File: src/design/rde_pkg.sv
`timescale 1ns / 1ps

package rde_pkg;

  localparam int ALPHA_DEPTH = 128;
  localparam int DIGIT_SLOTS = 32;

  localparam int NUM_W      = 32;
  localparam int CHAR_W     = 8;
  localparam int LEN_W      = $clog2(ALPHA_DEPTH + 1);
  localparam int ADDR_W     = $clog2(ALPHA_DEPTH);
  localparam int RADIX_W    = 8;
  localparam int DIGIT_W    = 7;
  localparam int DIG_ADDR_W = $clog2(DIGIT_SLOTS);
  localparam int DIG_CNT_W  = $clog2(DIGIT_SLOTS + 1);
  localparam int SEEN_W     = 128;

  // quotient bits resolved per divider cycle
  localparam int DIV_BITS   = 8;
  localparam int DIV_CYCLES = NUM_W / DIV_BITS;
  localparam int DIV_CNT_W  = $clog2(DIV_CYCLES);

  localparam int FIFO_DEPTH = 4;
  localparam int FIFO_PTR_W = $clog2(FIFO_DEPTH);
  localparam int FIFO_CNT_W = $clog2(FIFO_DEPTH + 1);

  localparam logic [CHAR_W-1:0] CHAR_PLUS  = 8'h2B;
  localparam logic [CHAR_W-1:0] CHAR_MINUS = 8'h2D;
  localparam logic [CHAR_W-1:0] CHAR_LO    = 8'd32;
  localparam logic [CHAR_W-1:0] CHAR_HI    = 8'd126;

  localparam logic REQ_LOAD = 1'b0;
  localparam logic REQ_CONV = 1'b1;

  typedef enum logic {
    CMD_LOAD,
    CMD_CONV
  } cmd_kind_t;

  typedef struct packed {
    cmd_kind_t           kind;
    logic                neg;
    logic [NUM_W-1:0]    mag;
    logic [RADIX_W-1:0]  radix;
    logic [ADDR_W-1:0]   addr;
    logic [CHAR_W-1:0]   sym;
  } cmd_t;

  typedef struct packed {
    logic empty;
    logic full;
  } fifo_stat_t;

endpackage

File: src/design/rde_ram.sv
`timescale 1ns / 1ps

module rde_ram #(
  parameter int WIDTH = 8,
  parameter int DEPTH = 128
) (
  input  logic                     clk,
  input  logic                     we,
  input  logic [$clog2(DEPTH)-1:0] waddr,
  input  logic [WIDTH-1:0]         wdata,
  input  logic [$clog2(DEPTH)-1:0] raddr,
  output logic [WIDTH-1:0]         rdata
);

  logic [WIDTH-1:0] mem [DEPTH];

  always_ff @(posedge clk) begin
    if (we) begin
      mem[waddr] <= wdata;
    end
    rdata <= mem[raddr];
  end

endmodule

File: src/design/rde_front.sv
`timescale 1ns / 1ps

module rde_front (
  input  logic                           clk,
  input  logic                           rst,
  input  logic                           accept,
  input  logic                           req_type,
  input  logic [rde_pkg::CHAR_W-1:0]     symbol,
  input  logic                           symbol_last,
  input  logic signed [rde_pkg::NUM_W-1:0] number,
  output logic                           push,
  output rde_pkg::cmd_t                  cmd
);

  logic [rde_pkg::LEN_W-1:0]  len;
  logic [rde_pkg::SEEN_W-1:0] seen;
  logic                       bad;
  logic                       ready;
  logic                       closed;

  logic [rde_pkg::LEN_W-1:0]  len_base;
  logic [rde_pkg::SEEN_W-1:0] seen_base;
  logic                       bad_base;
  logic                       range_bad;
  logic                       dup;
  logic                       full;
  logic [rde_pkg::LEN_W-1:0]  len_next;
  logic [rde_pkg::SEEN_W-1:0] seen_next;
  logic                       bad_next;
  logic [rde_pkg::NUM_W-1:0]  num_u;

  always_comb begin
    len_base  = closed ? '0 : len;
    seen_base = closed ? '0 : seen;
    bad_base  = closed ? 1'b0 : bad;
    range_bad = (symbol == rde_pkg::CHAR_PLUS) || (symbol == rde_pkg::CHAR_MINUS) ||
                (symbol < rde_pkg::CHAR_LO) || (symbol > rde_pkg::CHAR_HI);
    // codes of 128 and up are out of range, so the map covers the low half only
    dup       = !symbol[7] && seen_base[symbol[6:0]];
    full      = (len_base == rde_pkg::LEN_W'(rde_pkg::ALPHA_DEPTH));
    len_next  = full ? len_base : len_base + rde_pkg::LEN_W'(1);
    bad_next  = bad_base || range_bad || dup || full;
    seen_next = seen_base;
    if (!symbol[7]) begin
      seen_next[symbol[6:0]] = 1'b1;
    end
  end

  always_comb begin
    num_u     = number;
    cmd.kind  = (req_type == rde_pkg::REQ_LOAD) ? rde_pkg::CMD_LOAD : rde_pkg::CMD_CONV;
    cmd.neg   = num_u[rde_pkg::NUM_W-1];
    cmd.mag   = num_u[rde_pkg::NUM_W-1] ? (rde_pkg::NUM_W'(0) - num_u) : num_u;
    cmd.radix = rde_pkg::RADIX_W'(len);
    cmd.addr  = len_base[rde_pkg::ADDR_W-1:0];
    cmd.sym   = symbol;
    push      = accept && (((req_type == rde_pkg::REQ_LOAD) && !full) ||
                           ((req_type == rde_pkg::REQ_CONV) && ready));
  end

  always_ff @(posedge clk) begin
    if (rst) begin
      len    <= '0;
      seen   <= '0;
      bad    <= 1'b0;
      ready  <= 1'b0;
      closed <= 1'b1;
    end else if (accept && (req_type == rde_pkg::REQ_LOAD)) begin
      len    <= len_next;
      seen   <= seen_next;
      bad    <= bad_next;
      ready  <= symbol_last && (len_next >= rde_pkg::LEN_W'(2)) && !bad_next;
      closed <= symbol_last;
    end
  end

endmodule

File: src/design/rde_cmd_fifo.sv
`timescale 1ns / 1ps

module rde_cmd_fifo (
  input  logic                clk,
  input  logic                rst,
  input  logic                push,
  input  rde_pkg::cmd_t       push_cmd,
  input  logic                pop,
  output rde_pkg::cmd_t       head,
  output rde_pkg::fifo_stat_t stat
);

  rde_pkg::cmd_t                     slots [rde_pkg::FIFO_DEPTH];
  logic [rde_pkg::FIFO_PTR_W-1:0]    wptr;
  logic [rde_pkg::FIFO_PTR_W-1:0]    rptr;
  logic [rde_pkg::FIFO_CNT_W-1:0]    count;
  logic                              do_push;
  logic                              do_pop;

  assign stat.empty = (count == '0);
  assign stat.full  = (count == rde_pkg::FIFO_CNT_W'(rde_pkg::FIFO_DEPTH));
  assign head       = slots[rptr];
  assign do_push    = push && !stat.full;
  assign do_pop     = pop && !stat.empty;

  always_ff @(posedge clk) begin
    if (do_push) begin
      slots[wptr] <= push_cmd;
    end
  end

  always_ff @(posedge clk) begin
    if (rst) begin
      wptr  <= '0;
      rptr  <= '0;
      count <= '0;
    end else begin
      if (do_push) begin
        wptr <= wptr + rde_pkg::FIFO_PTR_W'(1);
      end
      if (do_pop) begin
        rptr <= rptr + rde_pkg::FIFO_PTR_W'(1);
      end
      if (do_push && !do_pop) begin
        count <= count + rde_pkg::FIFO_CNT_W'(1);
      end else if (do_pop && !do_push) begin
        count <= count - rde_pkg::FIFO_CNT_W'(1);
      end
    end
  end

endmodule

File: src/design/rde_back.sv
`timescale 1ns / 1ps

module rde_back (
  input  logic                       clk,
  input  logic                       rst,
  input  rde_pkg::cmd_t              head,
  input  rde_pkg::fifo_stat_t        stat,
  output logic                       pop,
  output logic                       strobe,
  output logic [rde_pkg::CHAR_W-1:0] out_char,
  output logic                       out_last
);

  typedef enum logic [2:0] {
    S_IDLE,
    S_DIV,
    S_RD_DIG,
    S_RD_SYM,
    S_OUT
  } state_t;

  state_t                          state;
  logic [rde_pkg::NUM_W-1:0]       quo;
  logic [rde_pkg::DIGIT_W-1:0]     rem;
  logic [rde_pkg::RADIX_W-1:0]     radix;
  logic [rde_pkg::DIV_CNT_W-1:0]   step;
  logic [rde_pkg::DIG_CNT_W-1:0]   n;

  logic [rde_pkg::NUM_W-1:0]       quo_next;
  logic [rde_pkg::DIGIT_W-1:0]     rem_next;
  logic [rde_pkg::DIGIT_W:0]       cand;
  logic                            digit_done;
  logic [rde_pkg::DIG_CNT_W-1:0]   n_dec;

  logic                            tab_we;
  logic [rde_pkg::ADDR_W-1:0]      tab_raddr;
  logic [rde_pkg::CHAR_W-1:0]      tab_rdata;
  logic                            dig_we;
  logic [rde_pkg::DIGIT_W-1:0]     dig_rdata;

  // restoring division, DIV_BITS quotient bits per cycle
  always_comb begin
    quo_next = quo;
    rem_next = rem;
    cand     = '0;
    for (int i = 0; i < rde_pkg::DIV_BITS; i++) begin
      cand     = {rem_next, quo_next[rde_pkg::NUM_W-1]};
      quo_next = {quo_next[rde_pkg::NUM_W-2:0], 1'b0};
      if (cand >= radix) begin
        rem_next    = rde_pkg::DIGIT_W'(cand - radix);
        quo_next[0] = 1'b1;
      end else begin
        rem_next = cand[rde_pkg::DIGIT_W-1:0];
      end
    end
  end

  assign digit_done = (state == S_DIV) && (step == rde_pkg::DIV_CNT_W'(rde_pkg::DIV_CYCLES - 1));
  assign pop        = (state == S_IDLE) && !stat.empty;
  assign tab_we     = pop && (head.kind == rde_pkg::CMD_LOAD);
  assign dig_we     = digit_done;
  assign n_dec      = n - rde_pkg::DIG_CNT_W'(1);
  assign tab_raddr  = rde_pkg::ADDR_W'(dig_rdata);

  rde_ram #(
    .WIDTH(rde_pkg::CHAR_W),
    .DEPTH(rde_pkg::ALPHA_DEPTH)
  ) u_alpha (
    .clk  (clk),
    .we   (tab_we),
    .waddr(head.addr),
    .wdata(head.sym),
    .raddr(tab_raddr),
    .rdata(tab_rdata)
  );

  rde_ram #(
    .WIDTH(rde_pkg::DIGIT_W),
    .DEPTH(rde_pkg::DIGIT_SLOTS)
  ) u_digits (
    .clk  (clk),
    .we   (dig_we),
    .waddr(n[rde_pkg::DIG_ADDR_W-1:0]),
    .wdata(rem_next),
    .raddr(n_dec[rde_pkg::DIG_ADDR_W-1:0]),
    .rdata(dig_rdata)
  );

  always_ff @(posedge clk) begin
    if (rst) begin
      state    <= S_IDLE;
      strobe   <= 1'b0;
      out_char <= '0;
      out_last <= 1'b0;
      quo      <= '0;
      rem      <= '0;
      radix    <= '0;
      step     <= '0;
      n        <= '0;
    end else begin
      strobe <= 1'b0;
      unique case (state)
        S_IDLE: begin
          if (pop && (head.kind == rde_pkg::CMD_CONV)) begin
            quo   <= head.mag;
            rem   <= '0;
            radix <= head.radix;
            step  <= '0;
            n     <= '0;
            state <= S_DIV;
            if (head.neg) begin
              strobe   <= 1'b1;
              out_char <= rde_pkg::CHAR_MINUS;
              out_last <= 1'b0;
            end
          end
        end
        S_DIV: begin
          quo  <= quo_next;
          rem  <= rem_next;
          step <= step + rde_pkg::DIV_CNT_W'(1);
          if (digit_done) begin
            rem  <= '0;
            step <= '0;
            n    <= n + rde_pkg::DIG_CNT_W'(1);
            // zero still yields one digit
            if (quo_next == '0) begin
              state <= S_RD_DIG;
            end
          end
        end
        S_RD_DIG: begin
          n     <= n_dec;
          state <= S_RD_SYM;
        end
        S_RD_SYM: begin
          state <= S_OUT;
        end
        S_OUT: begin
          strobe   <= 1'b1;
          out_char <= tab_rdata;
          out_last <= (n == '0);
          state    <= (n == '0) ? S_IDLE : S_RD_DIG;
        end
        default: begin
          state <= S_IDLE;
        end
      endcase
    end
  end

endmodule

File: src/design/radix_digit_emitter.sv
`timescale 1ns / 1ps

// Writes a signed 32-bit number in the base set by a loaded symbol alphabet.
// Input: an item is taken on a rising edge with start high and busy low.
//   req_type 0 loads one alphabet symbol (symbol_last closes the alphabet);
//   req_type 1 converts number. Loads give no output.
// Output: each character is held for one cycle and marked by strobe, out_last
//   on the final one; the receiver must take each character as it appears.
// Items enter a four-entry command queue; busy is high only while it is
//   full, so loads are taken one per cycle until then.
// A conversion at the head of the queue: a negative number first gives the
//   minus sign, registered in the cycle after the pop; then each digit comes
//   from the shared divider (8 quotient bits per cycle), and each character
//   takes two registered memory reads, digit memory then alphabet table.
// An invalid, unfinished or missing alphabet makes a convert item give nothing.
// Reset (rst, synchronous) empties the queue and leaves no valid alphabet.
module radix_digit_emitter (
  input  logic                             clk,
  input  logic                             rst,
  input  logic                             start,
  output logic                             busy,
  input  logic                             req_type,
  input  logic [rde_pkg::CHAR_W-1:0]       symbol,
  input  logic                             symbol_last,
  input  logic signed [rde_pkg::NUM_W-1:0] number,
  output logic                             strobe,
  output logic [rde_pkg::CHAR_W-1:0]       out_char,
  output logic                             out_last
);

  rde_pkg::cmd_t       push_cmd;
  rde_pkg::cmd_t       head;
  rde_pkg::fifo_stat_t stat;
  logic                push;
  logic                pop;
  logic                accept;

  assign busy   = stat.full;
  assign accept = start && !busy;

  rde_front u_front (
    .clk        (clk),
    .rst        (rst),
    .accept     (accept),
    .req_type   (req_type),
    .symbol     (symbol),
    .symbol_last(symbol_last),
    .number     (number),
    .push       (push),
    .cmd        (push_cmd)
  );

  rde_cmd_fifo u_fifo (
    .clk     (clk),
    .rst     (rst),
    .push    (push),
    .push_cmd(push_cmd),
    .pop     (pop),
    .head    (head),
    .stat    (stat)
  );

  rde_back u_back (
    .clk     (clk),
    .rst     (rst),
    .head    (head),
    .stat    (stat),
    .pop     (pop),
    .strobe  (strobe),
    .out_char(out_char),
    .out_last(out_last)
  );

endmodule

File: config.mk
export PLATFORM = sky130hd
export DESIGN_NAME = radix_digit_emitter
export DESIGN_NICKNAME = d
export VERILOG_FILES = /design/src/design/rde_pkg.sv /design/src/design/rde_ram.sv /design/src/design/rde_front.sv /design/src/design/rde_cmd_fifo.sv /design/src/design/rde_back.sv /design/src/design/radix_digit_emitter.sv
export SDC_FILE = /design/constraint.sdc
export NUM_CORES = 2
export LEC_CHECK = 0
export BUFFER_PORTS_ARGS = -buffer_cell sky130_fd_sc_hd__buf_2
export CAP_MARGIN = 10
export CORE_ASPECT_RATIO = 1.2
export CORE_MARGIN = 2
export CORE_UTILIZATION = 55
export DETAILED_ROUTE_END_ITERATION = 12
export GPL_ROUTABILITY_DRIVEN = 0
export PLACE_DENSITY = 0.71
export SLEW_MARGIN = 10
export SYNTH_ARGS = -nofsm -noshare
export SYNTH_HDL_FRONTEND = slang
export SYNTH_SLANG_ARGS = --single-unit
File: constraint.sdc
create_clock -name clk -period 34.2 [get_ports clk]
set_input_delay 6.84 -clock clk [delete_from_list [all_inputs] [get_ports clk]]
set_output_delay 6.84 -clock clk [all_outputs]
set_load 0.01 [all_outputs]
# ---- Word level (Yosys, flattened, before mapping)
# Memories as Yosys holds them, arrays and structs flattened. A register that Yosys moved wholly into a read port is not among the register bits.
# Cells that the tools add are included.
dict set report totals {
  latchBits 0
  rom_bits 0
  n_memories 3
  mem_bits_rw 1476
  regBits 214
  inputBits 45
}
dict set report op_classes {
  n_reduce_logical 44
  div 0
  addsub 17
  n_eq_ne 13
  bitwise_logic 3
  order_cmp 13
  muxes 62
  multipliers 0
  shift 0
}
# memory depth width rd rd_ports_with_merged_regs write_ports line_no
set mem_list {}
lappend mem_list {u_back.u_alpha.mem 128 8 1 1 1 rde_ram.sv:15} ;# logic [WIDTH-1:0] mem [DEPTH];
lappend mem_list {u_fifo.slots 4 57 1 1 1 rde_cmd_fifo.sv:13} ;# rde_pkg::cmd_t slots [rde_pkg::FIFO_DEPTH];
lappend mem_list {u_back.u_digits.mem 32 7 1 1 1 rde_ram.sv:15}
# operator n
set op_table {}
lappend op_table {{128-bit 2-to-1 mux} 2}
lappend op_table {{128-bit bitwise OR} 1}
lappend op_table {{7-bit 2-to-1 mux} 10}
lappend op_table {{8-bit greater-or-equal comparator} 8}
lappend op_table {{32-bit 2-to-1 mux} 2}
lappend op_table {{32-bit case mux with 2 select lines} 1}
lappend op_table {{7-bit subtractor} 8}
lappend op_table {{32-bit zero test} 1}
lappend op_table {{8-bit 2-to-1 mux} 4}
lappend op_table {{1-bit by 32-bit subtractor with 32-bit output, first input constant} 1}
lappend op_table {{1-bit 2-to-1 mux} 22}
lappend op_table {{6-bit case mux with 3 select lines} 1}
lappend op_table {{1-bit logical AND} 17}
lappend op_table {{8-bit by 6-bit == test with 1-bit output, second input constant} 2}
lappend op_table {{8-bit case mux with 2 select lines} 1}
lappend op_table {{3-bit 2-to-1 mux} 5}
lappend op_table {{3-bit case mux with 5 select lines} 1}
lappend op_table {{7-bit case mux with 2 select lines} 1}
lappend op_table {{6-bit 2-to-1 mux} 2}
lappend op_table {{2-bit 2-to-1 mux} 5}
lappend op_table {{3-bit AND reduction} 3}
lappend op_table {{8-bit by 1-bit adder with 8-bit output, second input constant} 1}
lappend op_table {{8-bit == test, second input constant} 1}
lappend op_table {{8-bit by 2-bit greater-or-equal comparator with 1-bit output, second input constant} 1}
lappend op_table {{other kinds (27)} 51}

# ---- Longest topological paths before layout
dict set report logic_depth {
  ltp_word 20
  ltp_mapped 68
}

# ---- Modules after synthesis
# Synthesis repeated with hierarchy kept, for this count alone.
dict set report unflattened {
  hier_cells 3907
  area_unflattened_um2 70156.0
}
# module area_each_um2 cells_each instances seq_area_each_um2
set modules_own_cells {}
lappend modules_own_cells {{rde_ram at u_back.u_alpha} 39665.5 1635 1 30909.6}
lappend modules_own_cells {{rde_ram at u_back.u_digits} 8833.5 370 1 6866.6}
lappend modules_own_cells {rde_cmd_fifo 8680.8 345 1 7026.7}
lappend modules_own_cells {rde_front 6855.3 759 1 2782.7}
lappend modules_own_cells {rde_back 6107.1 797 1 1361.3}
lappend modules_own_cells {radix_digit_emitter 13.8 1 1 0.0}

# ---- Least setup slack after synthesis
# No wires, ideal clock.
dict set report synth_path {
  path_kind {register to register}
  startpoint {register u_back.radix[1] (netlist bit)}
  endpoint {memory u_back.u_digits.mem[0][5] (netlist bit), data pin}
  synth_period_minus_slack_ns 14.702
  path_slack_ns 19.498
  arrival_ns 14.351
  stages_incl_launch_ff 62
  n_path_buf 6
  path_cell_list {dfxtp_1 > inv_1 > ha_1 > nand4_1 > o21bai_1 > o21ai_1 > nand2_1 > mux2_2 > ha_1 > or3_1 > a211oi_1 > o21bai_1 > a21oi_1 > clkbuf_1 > mux2_2 > ha_1 > a21o_1 > a21oi_1 > [... 26 more ...] > fa_1 > nor2b_1 > o21a_1 > o21ai_0 > a21oi_1 > o22a_1 > mux2i_1 > inv_1 > fa_1 > nor2b_1 > o21ai_0 > a21oi_1 > o31a_1 > o22a_1 > clkbuf_1 > clkbuf_1 > nor4_1 > nor2_1}
}
dict set report synth_between {
  elab_chain_len 16
}
# item line_no
set synth_lines {}
lappend synth_lines {{start, declared} rde_back.sv:25} ;# logic [rde_pkg::RADIX_W-1:0] radix;
lappend synth_lines {{start signal, assigned} rde_back.sv:107} ;# radix <= head.radix;
lappend synth_lines {{7-bit subtractor or 8-bit greater-or-equal comparator (tied branches)} {rde_back.sv:50, rde_back.sv:49}}
lappend synth_lines {{7-bit 2-to-1 mux} rde_back.sv:49} ;# if (cand >= radix) begin
lappend synth_lines {{7-bit subtractor or 8-bit greater-or-equal comparator (tied branches)} {rde_back.sv:50, rde_back.sv:49}}
lappend synth_lines {{7-bit 2-to-1 mux} rde_back.sv:49}
lappend synth_lines {{7-bit subtractor or 8-bit greater-or-equal comparator (tied branches)} {rde_back.sv:50, rde_back.sv:49}}
lappend synth_lines {{7-bit 2-to-1 mux} rde_back.sv:49}
lappend synth_lines {{7-bit subtractor or 8-bit greater-or-equal comparator (tied branches)} {rde_back.sv:50, rde_back.sv:49}}
lappend synth_lines {{7-bit 2-to-1 mux} rde_back.sv:49}
lappend synth_lines {{7-bit subtractor or 8-bit greater-or-equal comparator (tied branches)} {rde_back.sv:50, rde_back.sv:49}}
lappend synth_lines {{7-bit 2-to-1 mux} rde_back.sv:49}
lappend synth_lines {{7-bit subtractor or 8-bit greater-or-equal comparator (tied branches)} {rde_back.sv:50, rde_back.sv:49}}
lappend synth_lines {{7-bit 2-to-1 mux} rde_back.sv:49}
lappend synth_lines {{8-bit greater-or-equal comparator or 7-bit subtractor (tied branches)} {rde_back.sv:49, rde_back.sv:50}}
lappend synth_lines {{7-bit 2-to-1 mux} rde_back.sv:49}
lappend synth_lines {{7-bit subtractor or 8-bit greater-or-equal comparator (tied branches)} {rde_back.sv:50, rde_back.sv:49}}
lappend synth_lines {{7-bit 2-to-1 mux *} rde_back.sv:49}
lappend synth_lines {{named net u_back.rem_next, one bit} rde_back.sv:30} ;# logic [rde_pkg::DIGIT_W-1:0] rem_next;
lappend synth_lines {{end, declared} rde_ram.sv:15}
# The timed path passes the listed nets; every way through them passes the cells marked *.

# ---- Final worst setup path
dict set report layout_path {
  startpoint {register u_back.radix[1] (netlist bit)}
  endpoint {memory u_back.u_digits.mem[23][2] (netlist bit), data pin}
}
# The elaborated chain is that of the path after synthesis.

==> metrics.md <==
| Metric | Value |
|---|---|
| Area grow syn2layout | `10.9%` |
| Max FO, Critical Path | `32` |
| Top FF cell, synth | `edfxtp_1` |
| Initial DRC Count | `between 3k and 4k` |
| Worst clock skew | `32.1 ps` |
| Setup TNS | `0 ps` |
| Top cell type's share of synthesized area | `between 60 and 70%` |
| Number of setup violations in the final report | `0` |
| Async S/R FF share, synth | `0%` |
| Post-cts gate resize count | `0` |
| Vias per cell | `about 6.3` |
| Num rows | `around 140` |
| Status | `finished clean` |
| Filler instances | `between 8k and 9k` |
| R2R Path Start | `u_back.radix[1]` |
| Fin. max-slew vios | `0` |
| Mean Syn Cell Area | `18.2 um2` |
| Routed len/inst | `26.7 um` |
| Largest net degree at the start of global routing | `118` |
| Slowest cell delay on critical path | `approximately 900 ps` |
| Total GRT Usage | `between 20% and 30%` |
| TritonCTS buffer count | `approximately 160` |
| Post-CTS setup buffers | `0` |
| Initial Utilization | `a little under three fifths` |
| Worst Hold Path EP | `u_back.out_last` |
| Share of cells above drive strength 1 | `approximately 22%` |
| WHS | `450 ps` |
| Yosys top cell by area | `edfxtp_1` |
| Commonest cells in the netlist | `1476 x edfxtp_1, 489 x mux4_2, 410 x nor2_1` |
| Pre-antenna DRT Iters | `6` |
| Input/output buffers | `55` |
| Reg2reg end | `u_back.u_digits.mem[23][2]` |
| Bufs on Longest Clock Path | `3` |
| CTS tree | `built` |
| Final Critical Period | `~17000 ps` |
| Crit path kind | `flip-flop to flip-flop` |
| Relative slew margins | `~16%` |
| Nets | `a little under 4k` |
| Die width | `327 um` |
| DRC viols | `0` |
| WHS Path Cells | `2` |
| Worst-Margin Slew | `roughly 1300 ps` |
| Post-synth EDFFs | `approximately 1.5k` |
| Synth Cell Area | `~70000 um2` |
| Cells after synthesis | `3771` |
| Slowest CP cell | `and2_1` |
| Seq/Total Area, Yosys | `a little over two thirds` |
| Reg-to-reg setup timing slack | `about 17000 ps` |
| Placed wire-length estimate | `around 90 mm` |
| Core area | `between 100000 and 150000 um2` |
| Highest Clock Rate | `~59 MHz` |
| Vias in the first global route | `about 36k` |
| Reg2Reg Depth | `between 50 and 60` |
| Initial antenna violation count | `2` |
| DIE HEIGHT | `between 300 and 400 um` |
| HP Start | `u_back.out_last` |
| Root buffer cell | `clkbuf_16` |
| Crit share post-route | `approximately half` |
| Total Wirelength | `approximately 150 mm` |
| Final Hold Fails | `0` |
| Worst-path clk slew | `approximately 60 ps` |
| Synth unique cells | `75` |
| Routed via count | `35.3k` |
| Syn Nets | `slightly below 4k` |
| Hold buffers post-CTS | `0` |
| CP required | `between 30000 and 40000 ps` |
| Top-count cell post-synth | `edfxtp_1` |
| Die area | `between 100000 and 150000 um2` |
| Synth area leaders | `edfxtp_1 65%, mux4_2 16%, dfxtp_1 5.8%` |
| First-pass GRT wire length | `226 mm` |
| Startpoint type of the worst setup path | `flip-flop` |
| Min-Delay Path Class | `flip-flop to flip-flop` |
| YS warnings | `0` |
| GRT overflow | `0` |
| Final ANT Viol Nets | `0` |
| Arrival time at the worst endpoint | `~17000 ps` |
| # clock sinks | `1675` |
| Register bit count reported by yosys | `approximately 1.7k` |
| Max cap viols | `0` |
| Crit. End Element | `flip-flop` |
| H-tree levels | `4` |
| RSZ-0062 raised after global routing | `false` |
| Num ports | `56` |
| Worst-skew pair later-pin latency | `roughly 800 ps` |
## state kept, by name, indices dropped and copies added (netlist names), 7 cells and up, named ones only
signal                 count
u_fifo.slots             228
u_front.len                8
u_back.out_char            8
u_back.u_digits.mem      224
u_back.radix               8
u_back.quo                32
u_back.u_alpha.mem      1024
u_back.u_digits.rdata      7
u_front.seen              96
u_back.rem                 7
u_back.u_alpha.rdata       8
## stage by stage
step           cell area (um2)  setup slack (ps)  cells  utilization [%]
6_report                 76200             17200   5617             61.2
2_1_floorplan            68700             19500   3771                -
4_1_cts                  76100             17220   5615             61.2
5_1_grt                  76200             15740   5617             61.2
3_5_place_dp             70700             17360   5322             56.8
3_3_place_gp             70700             17620   5322             56.8
## critical path: cells and delay by family, from the launching register on
| kind | cells | cell delay (ps) |
|---|---|---|
| multiplexers | 4 | 1690 |
| AO/OA/AOI/OAI | 28 | 6800 |
| flip-flops | 1 | 700 |
| buffers and inverters | 6 | 1030 |
| AND/OR/NAND/NOR | 13 | 3470 |
| adder cells (fa/ha/maj) | 8 | 2920 |
## area by class of cell
class	count	area, um2	share of cell area (%)
Multi-Input combinational cell	1827	19400	25.5
Inverter	62	233	0.306
Tap cell	1656	2070	2.72
Antenna cell	1	2.50	0.00329
Clock inverter	74	1070	1.41
Sequential cell	1675	48300	63.5
Timing Repair Buffer	103	674	0.885
Clock buffer	219	4390	5.77
## cell usage in the layout (no fill, tap or decap), drive strengths merged, types with 28 or more instances in the layout
cell type,synthesis,final
edfxtp,1476,1476
mux4,489,489
nor2,410,410
clkbuf,151,219
dfxtp,199,199
nand2,115,115
a22oi,112,112
buf,56,103
ha,79,79
a21oi,75,75
inv,62,69
xnor2,60,60
o21ai,58,58
clkinv,0,38
nor3,32,32
mux2,29,29
nor2b,28,28
nand3,28,28
## kinds of logic (layout without fill, tap and decap cells)
logic type | count (synthesis) | in the layout | share of synthesized area, %
muxes | 532 | 532 | 16.7
AOI/OAI and AO/OA | 385 | 385 | 3.84
buffers and inverters | 269 | 458 | 1.55
DFF | 1675 | 1675 | 70.3
other | 0 | 1 | 0
and+or+nand+nor | 749 | 749 | 4.92
adders and majority gates | 88 | 88 | 1.70
xor gates and xnor gates | 73 | 73 | 0.931
## worst max-delay path by stage
stage,to,startpoint,cells after the start
2_1_floorplan,u_back.u_digits.mem[0][5],u_back.radix[1],61
3_3_place_gp,u_back.u_digits.mem[20][5],u_back.radix[1],57
3_5_place_dp,u_back.u_digits.mem[20][5],u_back.radix[1],59
4_1_cts,u_back.u_digits.mem[20][5],u_back.radix[1],59
5_1_grt,u_back.u_digits.mem[13][2],u_back.radix[1],57
6_report,u_back.u_digits.mem[23][2],u_back.radix[1],59
## per-layer routing
| metal | GRT usage (%) | routed length, um |
|---|---|---|
| met1 | 32.6 | 59600 |
| met4 | 7.07 | 3890 |
| met5 | 0 | 0 |
| met2 | 40.1 | 76800 |
| met3 | 3.75 | 9690 |
Power is left out: the tool's default activity adds up to more than one toggle a clock period on the data nets, which glitch-free logic cannot reach.
